### src/hdl/erm_pkg.sv
package erm_pkg;

    localparam int ECHO_W = 15;
    localparam int DIST_W = 13;
    localparam int CM_W   = 9;
    localparam int CFG_IDX_W = 1;

    // register indexes
    localparam logic [CFG_IDX_W-1:0] CFG_MAX_DIST = 1'b0;
    localparam logic [CFG_IDX_W-1:0] CFG_WALL     = 1'b1;

    localparam logic [CM_W-1:0] MAX_DIST_RST = 9'd400;
    localparam logic [CM_W-1:0] WALL_RST     = 9'd20;

    // samples per median group
    localparam int GROUP_SIZE = 3;
    localparam int CNT_W      = 2;
    localparam int HELD_IDX_W = 1;
    localparam logic [CNT_W-1:0] LAST_IN_GROUP = 2'd2;

    localparam logic [ECHO_W-1:0] ECHO_WINDOW_US = 15'd24000;
    localparam logic [DIST_W-1:0] BLIND_Q4       = 13'd32;

    // floor(x / 58) == (x * ceil(2^25 / 58)) >> 25 for every 19-bit x
    localparam int SCALED_W    = ECHO_W + 4;
    localparam int RECIP_W     = 20;
    localparam int RECIP_SHIFT = 25;
    localparam int PROD_W      = SCALED_W + RECIP_W;
    localparam int QUOT_W      = PROD_W - RECIP_SHIFT;
    localparam logic [RECIP_W-1:0] RECIP_58 = 20'd578525;

    typedef struct packed {
        logic [DIST_W-1:0] distance_q4;
        logic              is_wall;
    } t_result;

endpackage

### src/hdl/erm_if.sv
interface erm_echo_if;
    logic                        valid;
    logic                        ready;
    logic [erm_pkg::ECHO_W-1:0]  echo_us;

    modport source (output valid, output echo_us, input ready);
    modport sink   (input valid, input echo_us, output ready);
endinterface

interface erm_result_if;
    logic                        valid;
    logic                        ready;
    logic [erm_pkg::DIST_W-1:0]  distance_q4;
    logic                        is_wall;

    modport source (output valid, output distance_q4, output is_wall, input ready);
    modport sink   (input valid, input distance_q4, input is_wall, output ready);
endinterface

### src/hdl/erm_conv.sv
module erm_conv (
    input  logic [erm_pkg::ECHO_W-1:0] i_echo_us,
    input  logic [erm_pkg::CM_W-1:0]   i_max_cm,
    output logic [erm_pkg::DIST_W-1:0] o_q4
);
    logic [erm_pkg::DIST_W-1:0]   top_q4;
    logic [erm_pkg::SCALED_W-1:0] scaled;
    logic [erm_pkg::PROD_W-1:0]   prod;
    logic [erm_pkg::QUOT_W-1:0]   quot;
    logic                         timeout;

    assign top_q4  = {i_max_cm, 4'b0000};
    assign scaled  = {i_echo_us, 4'b0000};
    // constant reciprocal stands in for the divide by 58
    assign prod    = erm_pkg::PROD_W'(scaled) * erm_pkg::PROD_W'(erm_pkg::RECIP_58);
    assign quot    = prod[erm_pkg::PROD_W-1:erm_pkg::RECIP_SHIFT];
    assign timeout = (i_echo_us == '0) || (i_echo_us > erm_pkg::ECHO_WINDOW_US);

    always_comb begin
        priority if (timeout) begin
            o_q4 = top_q4;
        end else if (quot < erm_pkg::QUOT_W'(erm_pkg::BLIND_Q4)) begin
            o_q4 = erm_pkg::BLIND_Q4;
        end else if (quot > erm_pkg::QUOT_W'(top_q4)) begin
            o_q4 = top_q4;
        end else begin
            o_q4 = quot[erm_pkg::DIST_W-1:0];
        end
    end
endmodule

### src/hdl/erm_med3.sv
module erm_med3 (
    input  logic [erm_pkg::DIST_W-1:0] i_a,
    input  logic [erm_pkg::DIST_W-1:0] i_b,
    input  logic [erm_pkg::DIST_W-1:0] i_c,
    input  logic [erm_pkg::CM_W-1:0]   i_wall_cm,
    output erm_pkg::t_result           o_result
);
    logic [erm_pkg::DIST_W-1:0] lo;
    logic [erm_pkg::DIST_W-1:0] hi;
    logic [erm_pkg::DIST_W-1:0] mid;
    logic [erm_pkg::DIST_W-1:0] med;

    // three-compare median network
    assign lo  = (i_a < i_b) ? i_a : i_b;
    assign hi  = (i_a < i_b) ? i_b : i_a;
    assign mid = (hi < i_c) ? hi : i_c;
    assign med = (lo > mid) ? lo : mid;

    assign o_result.distance_q4 = med;
    assign o_result.is_wall     = (med < {i_wall_cm, 4'b0000});
endmodule

### src/hdl/echo_range_median_filter_unit.sv
// Echo range median filter. Each echo transfer carries one pulse width in
// microseconds; zero or anything past the 24000 us listening window reads as
// a timeout and maps to the configured maximum distance. Other widths become
// distance in sixteenths of a cm (width * 16 / 58, truncated), raised to 2 cm
// or else clamped to the maximum. Every third sample closes a group and one
// result transfer follows with the group median and a wall flag (median below
// the wall threshold). The block takes one echo per clock when the result
// side keeps up: the echo is registered, then one pass through a constant
// reciprocal multiplier, clamp and a three-compare median lands in the result
// register, which drives the result transfer. A result waiting in the
// result register does not hold up the first two samples of the next
// group. Registers are written through the plain write port and should
// only change while no result is pending.
module echo_range_median_filter_unit (
    input  logic                           i_clk,
    input  logic                           i_rst_n,
    erm_echo_if.sink                       i_echo,
    erm_result_if.source                   o_result,
    input  logic                           i_cfg_we,
    input  logic [erm_pkg::CFG_IDX_W-1:0]  i_cfg_index,
    input  logic [erm_pkg::CM_W-1:0]       i_cfg_data
);
    // configuration
    logic [erm_pkg::CM_W-1:0]   r_max_cm;
    logic [erm_pkg::CM_W-1:0]   r_wall_cm;

    // input stage
    logic                       r_s1_vld;
    logic [erm_pkg::ECHO_W-1:0] r_s1_echo;

    // group state
    logic [erm_pkg::CNT_W-1:0]  r_cnt;
    logic [erm_pkg::CNT_W-1:0]  n_cnt;
    logic [erm_pkg::DIST_W-1:0] r_held [erm_pkg::GROUP_SIZE-1];

    // result register
    logic                       r_out_vld;
    logic                       n_out_vld;
    erm_pkg::t_result           r_out;

    logic [erm_pkg::DIST_W-1:0] q4;
    erm_pkg::t_result           med_res;
    logic                       last;
    logic                       s1_adv;
    logic                       in_xfer;

    // configuration writes
    always_ff @(posedge i_clk) begin
        if (!i_rst_n) begin
            r_max_cm  <= erm_pkg::MAX_DIST_RST;
            r_wall_cm <= erm_pkg::WALL_RST;
        end else if (i_cfg_we) begin
            unique case (i_cfg_index)
                erm_pkg::CFG_MAX_DIST: r_max_cm  <= i_cfg_data;
                erm_pkg::CFG_WALL:     r_wall_cm <= i_cfg_data;
                default:               ;
            endcase
        end
    end

    erm_conv u_conv (
        .i_echo_us (r_s1_echo),
        .i_max_cm  (r_max_cm),
        .o_q4      (q4)
    );

    erm_med3 u_med3 (
        .i_a       (r_held[0]),
        .i_b       (r_held[1]),
        .i_c       (q4),
        .i_wall_cm (r_wall_cm),
        .o_result  (med_res)
    );

    // only the group-closing sample needs room in the result register
    assign last    = (r_cnt == erm_pkg::LAST_IN_GROUP);
    assign s1_adv  = r_s1_vld && (!last || !r_out_vld || o_result.ready);
    assign i_echo.ready = !r_s1_vld || s1_adv;
    assign in_xfer = i_echo.valid && i_echo.ready;

    always_comb begin
        n_cnt     = r_cnt;
        n_out_vld = r_out_vld && !o_result.ready;
        if (s1_adv) begin
            if (last) begin
                n_cnt     = '0;
                n_out_vld = 1'b1;
            end else begin
                n_cnt = r_cnt + 1'b1;
            end
        end
    end

    // control state
    always_ff @(posedge i_clk) begin
        if (!i_rst_n) begin
            r_s1_vld  <= 1'b0;
            r_cnt     <= '0;
            r_out_vld <= 1'b0;
        end else begin
            r_s1_vld  <= in_xfer || (r_s1_vld && !s1_adv);
            r_cnt     <= n_cnt;
            r_out_vld <= n_out_vld;
        end
    end

    // payload, no reset needed
    always_ff @(posedge i_clk) begin
        if (in_xfer) begin
            r_s1_echo <= i_echo.echo_us;
        end
        if (s1_adv) begin
            if (last) begin
                r_out <= med_res;
            end else begin
                r_held[r_cnt[erm_pkg::HELD_IDX_W-1:0]] <= q4;
            end
        end
    end

    assign o_result.valid       = r_out_vld;
    assign o_result.distance_q4 = r_out.distance_q4;
    assign o_result.is_wall     = r_out.is_wall;
endmodule

### src/flat_wrapper.sv
// flat-port wrapper written by rule: the top's interface ports become plain ports
module echo_range_median_filter_unit_flat 
  (i_clk, i_rst_n, i_cfg_we, i_cfg_index, i_cfg_data, i_echo_valid, i_echo_echo_us, i_echo_ready, o_result_valid, o_result_distance_q4, o_result_is_wall, o_result_ready);
  erm_echo_if i_echo_i ();
  erm_result_if o_result_i ();
  input  logic i_clk;
  input  logic i_rst_n;
  input  logic i_cfg_we;
  input  logic [erm_pkg::CFG_IDX_W-1:0] i_cfg_index;
  input  logic [erm_pkg::CM_W-1:0] i_cfg_data;
  input wire logic [$bits(i_echo_i.valid)-1:0] i_echo_valid;
  input wire logic [$bits(i_echo_i.echo_us)-1:0] i_echo_echo_us;
  output wire logic [$bits(i_echo_i.ready)-1:0] i_echo_ready;
  output wire logic [$bits(o_result_i.valid)-1:0] o_result_valid;
  output wire logic [$bits(o_result_i.distance_q4)-1:0] o_result_distance_q4;
  output wire logic [$bits(o_result_i.is_wall)-1:0] o_result_is_wall;
  input wire logic [$bits(o_result_i.ready)-1:0] o_result_ready;
  assign i_echo_i.valid = i_echo_valid;
  assign i_echo_i.echo_us = i_echo_echo_us;
  assign i_echo_ready = i_echo_i.ready;
  assign o_result_valid = o_result_i.valid;
  assign o_result_distance_q4 = o_result_i.distance_q4;
  assign o_result_is_wall = o_result_i.is_wall;
  assign o_result_i.ready = o_result_ready;
  echo_range_median_filter_unit u_core (.i_clk(i_clk), .i_rst_n(i_rst_n), .i_echo(i_echo_i), .o_result(o_result_i), .i_cfg_we(i_cfg_we), .i_cfg_index(i_cfg_index), .i_cfg_data(i_cfg_data));
endmodule
### config.mk
export PLATFORM = sky130hd
export DESIGN_NAME = echo_range_median_filter_unit_flat
export DESIGN_NICKNAME = d
export VERILOG_FILES = /design/src/hdl/erm_pkg.sv /design/src/hdl/erm_if.sv /design/src/hdl/erm_conv.sv /design/src/hdl/erm_med3.sv /design/src/hdl/echo_range_median_filter_unit.sv /design/src/flat_wrapper.sv
export SDC_FILE = /design/constraint.sdc
export NUM_CORES = 1
export LEC_CHECK = 0
export BUFFER_PORTS_ARGS = -buffer_cell sky130_fd_sc_hd__buf_4
export CAP_MARGIN = 40
export CORE_ASPECT_RATIO = 1.5
export CORE_MARGIN = 3
export CORE_UTILIZATION = 55
export CTS_BUF_LIST = sky130_fd_sc_hd__clkbuf_4 sky130_fd_sc_hd__clkbuf_8
export CTS_CLUSTER_DIAMETER = 200
export DETAILED_ROUTE_END_ITERATION = 8
export PLACE_DENSITY = 0.79
export SYNTH_ARGS = -nofsm -noshare
export SYNTH_HDL_FRONTEND = slang
export SYNTH_HIERARCHICAL = 1
export SYNTH_SLANG_ARGS = --single-unit
### constraint.sdc
create_clock -name i_clk -period 20.8 [get_ports i_clk]
set_input_delay 4.16 -clock i_clk [delete_from_list [all_inputs] [get_ports i_clk]]
set_output_delay 4.16 -clock i_clk [all_outputs]
set_load 0.01 [all_outputs]
==> qor.txt <==
Outcome = complete, no violations
Via density = 5.79
GP Congestion = 1.04
Clock Skew = 11.6 ps
WS Path Type = reg -> reg
Num CTS Buffers = 9
DR iter-0 viols = 557
GRT Total Usage = 25.8%
Req. time, crit path = 20950 ps
# diodes = 0
Yosys reg bits = 77
Synthesis Warnings = 6
Drt wl/cell = 18.6 um
Syn Nets = 1434
Sequential-to-total area share from yosys stat = 19.7%
Worst slew pin tran = 947 ps
Tcrit/Tclk final = 65.8%
Dpl cell area = 11200 um^2
Ys flop type = edfxtp_1
Buffers on Ports = 45
Mean Syn Cell Area = 9.58 um^2
Synthesized cell area = 10600 um^2
Final setup vio count = 0
Slew Limit Headroom = 36.1%
Ys async rst share = 0%
Fin util = 60.9%
Non-filler cells, final = 1405
RSZ-0062 raised after global routing = no
Most frequent cell on the critical path = fa_1
I/O pin total = 46
Yosys top cell area share = 22.9%
Initial antenna violation count = 0
CTS Hold Bufs = 0
FMAX = 73.0 MHz
Initial Util = 56.7%
Final hold viol count = 0
Pins over their slew limit = 0
Final min period = 13690 ps
MaxCap Viol Count = 0
Max stage delay on crit path = 710 ps
Fin Setup TNS = 0 ps
P&R area growth vs syn = 7.42%
Fin nets = 1471
Die W = 120 um
Cell area after layout = 11400 um^2
Layout cells sized above 1 = 10.3%
CP Capture Type = flop
DR vias = 8133
H-Tree Depth = 3
Resized cells post-CTS = 0
First-pass GRT wire length = 42600 um
CTS Buffer Depth = 2
EDFF count, synth = 55
WP data arrival = 13840 ps
DIE AREA = 21100 um^2
Vias in the first global route = 8640
Critical Path Source Type = flop
Worst Reg-to-Reg Cells = 51
Sink Count = 77
Inst Count DP = 1389
Clock Pin Slew Worst Setup and Hold Paths = 100 ps
Synth Instances = 1111
Clock root cell = clkbuf_8
Final wirelength = 26100 um
Congestion Overflow GR = 0
CP max-delay cell = fa_1
DR pass1 iterations = 5
Final HPWL DP = 22100 um
Largest net degree at the start of global routing = 32
Synth area leaders = ha_1, fa_1, edfxtp_1
Cell variety after synth = 81
DRC errors left = 0
Post-CTS setup repair buffer count = 0
Die height = 176 um
HP Class = reg -> reg
Cell Rows = 61
Hold Path Stages = 2
CTS tree = done
Area leader, netlist = ha_1
Final ANT Viol Nets = 0
Core footprint = 18800 um^2
Max FO, Critical Path = 17
Clock latency on the worst-skew pair = 380 ps
through the flow:
step	hold slack, ps	setup slack, ps
after floorplan	435	9140
after global placement	445	7440
after detailed placement	447	7280
after CTS	461	7300
after global routing	479	6290
final	460	7110
layer usage:
layer / share of wire [%] / track usage (%) / vias to the layer above
met5: 0 / 0 / -
met4: 7.3 / 16.9 / 0
met3: 3.1 / 3.56 / 104
met2: 55 / 48.9 / 228
met1: 35 / 26.0 / 3916
li1: - / - / 3885
cells in the final DEF, fill, tap and decap left out, types with 5 or more instances in the layout:
cell and count:
a21oi_1 43, nand4_1 13, clkbuf_8 9, a21boi_1 15, nor2b_1 6, or2_2 6
inv_1 216, and2_1 8, dfxtp_1 22, o2111ai_1 5, mux2_2 14, fa_1 98
nand2b_1 6, nand2_1 93, o211ai_1 10, ha_1 195, o311ai_1 5, a21o_1 28
edfxtp_1 55, a211oi_1 5, and3_1 14, nand3_1 25, nor3_1 9, a31oi_1 5
o21ai_1 5, o21a_1 7, xnor2_1 5, xor2_1 5, mux2i_1 13, buf_4 50
o21ai_0 46, nor2_1 33
registers in the layout, indices dropped and copies added (netlist names):
register	flops
u_core/r_held	26
u_core/r_s1_echo	15
u_core/o_result.distance_q4	13
u_core/r_max_cm	9
u_core/r_wall_cm	9
u_core/r_cnt	2
u_core/o_result.is_wall	1
u_core/o_result.valid	1
u_core/r_s1_vld	1
area by class of cell:
cell class,instances,area [um^2]
tap,252,315
sequential,77,2090
inverter,216,811
clock buffer,9,124
multi-input combinational,794,7600
clock inverter,7,116
fill,1620,7340
timing repair buffer,50,375
final timing paths:
| check | from | to | slack, ps |
|---|---|---|---|
| max | u_core/r_s1_echo[12] | u_core/o_result.is_wall | 7110 |
| min | u_core/r_wall_cm[1] | u_core/r_wall_cm[1] | 460 |
| max reg2reg | u_core/r_s1_echo[12] | u_core/o_result.is_wall | 7110 |
| min reg2reg | u_core/r_wall_cm[1] | u_core/r_wall_cm[1] | 460 |
critical path, delay by kind of cell (launching register included):
| kind | cells | cell delay [ps] |
|---|---|---|
| and+or+nand+nor | 9 | 1240 |
| xor gates and xnor gates | 1 | 390 |
| adders and majority gates | 11 | 4840 |
| AOI/OAI and AO/OA | 24 | 5740 |
| buffers and inverters | 6 | 680 |
| DFF | 1 | 580 |
logic make-up after synthesis:
group | after synthesis | synth area share [%]
adders and majority gates | 293 | 41.4
buffers and inverters | 240 | 9.03
and+or+nand+nor | 237 | 11.1
AOI/OAI and AO/OA | 226 | 15.2
DFF | 77 | 19.7
muxes | 28 | 2.83
xor gates and xnor gates | 10 | 0.823
cells in the mapped netlist, drive strengths merged, types with 10 or more instances:
library cell    n
nor2           33
o21ai          55
dfxtp          22
and3           15
nand2          94
ha            195
a21oi          47
a21boi         17
inv           216
edfxtp         55
nand4          13
mux2           14
a21o           28
nand3          25
o211ai         13
nor3           10
mux2i          14
fa             98
buf            15
Power is not shown: default switching activity piles up to over one toggle a cycle in this logic, so the estimate is an artifact.
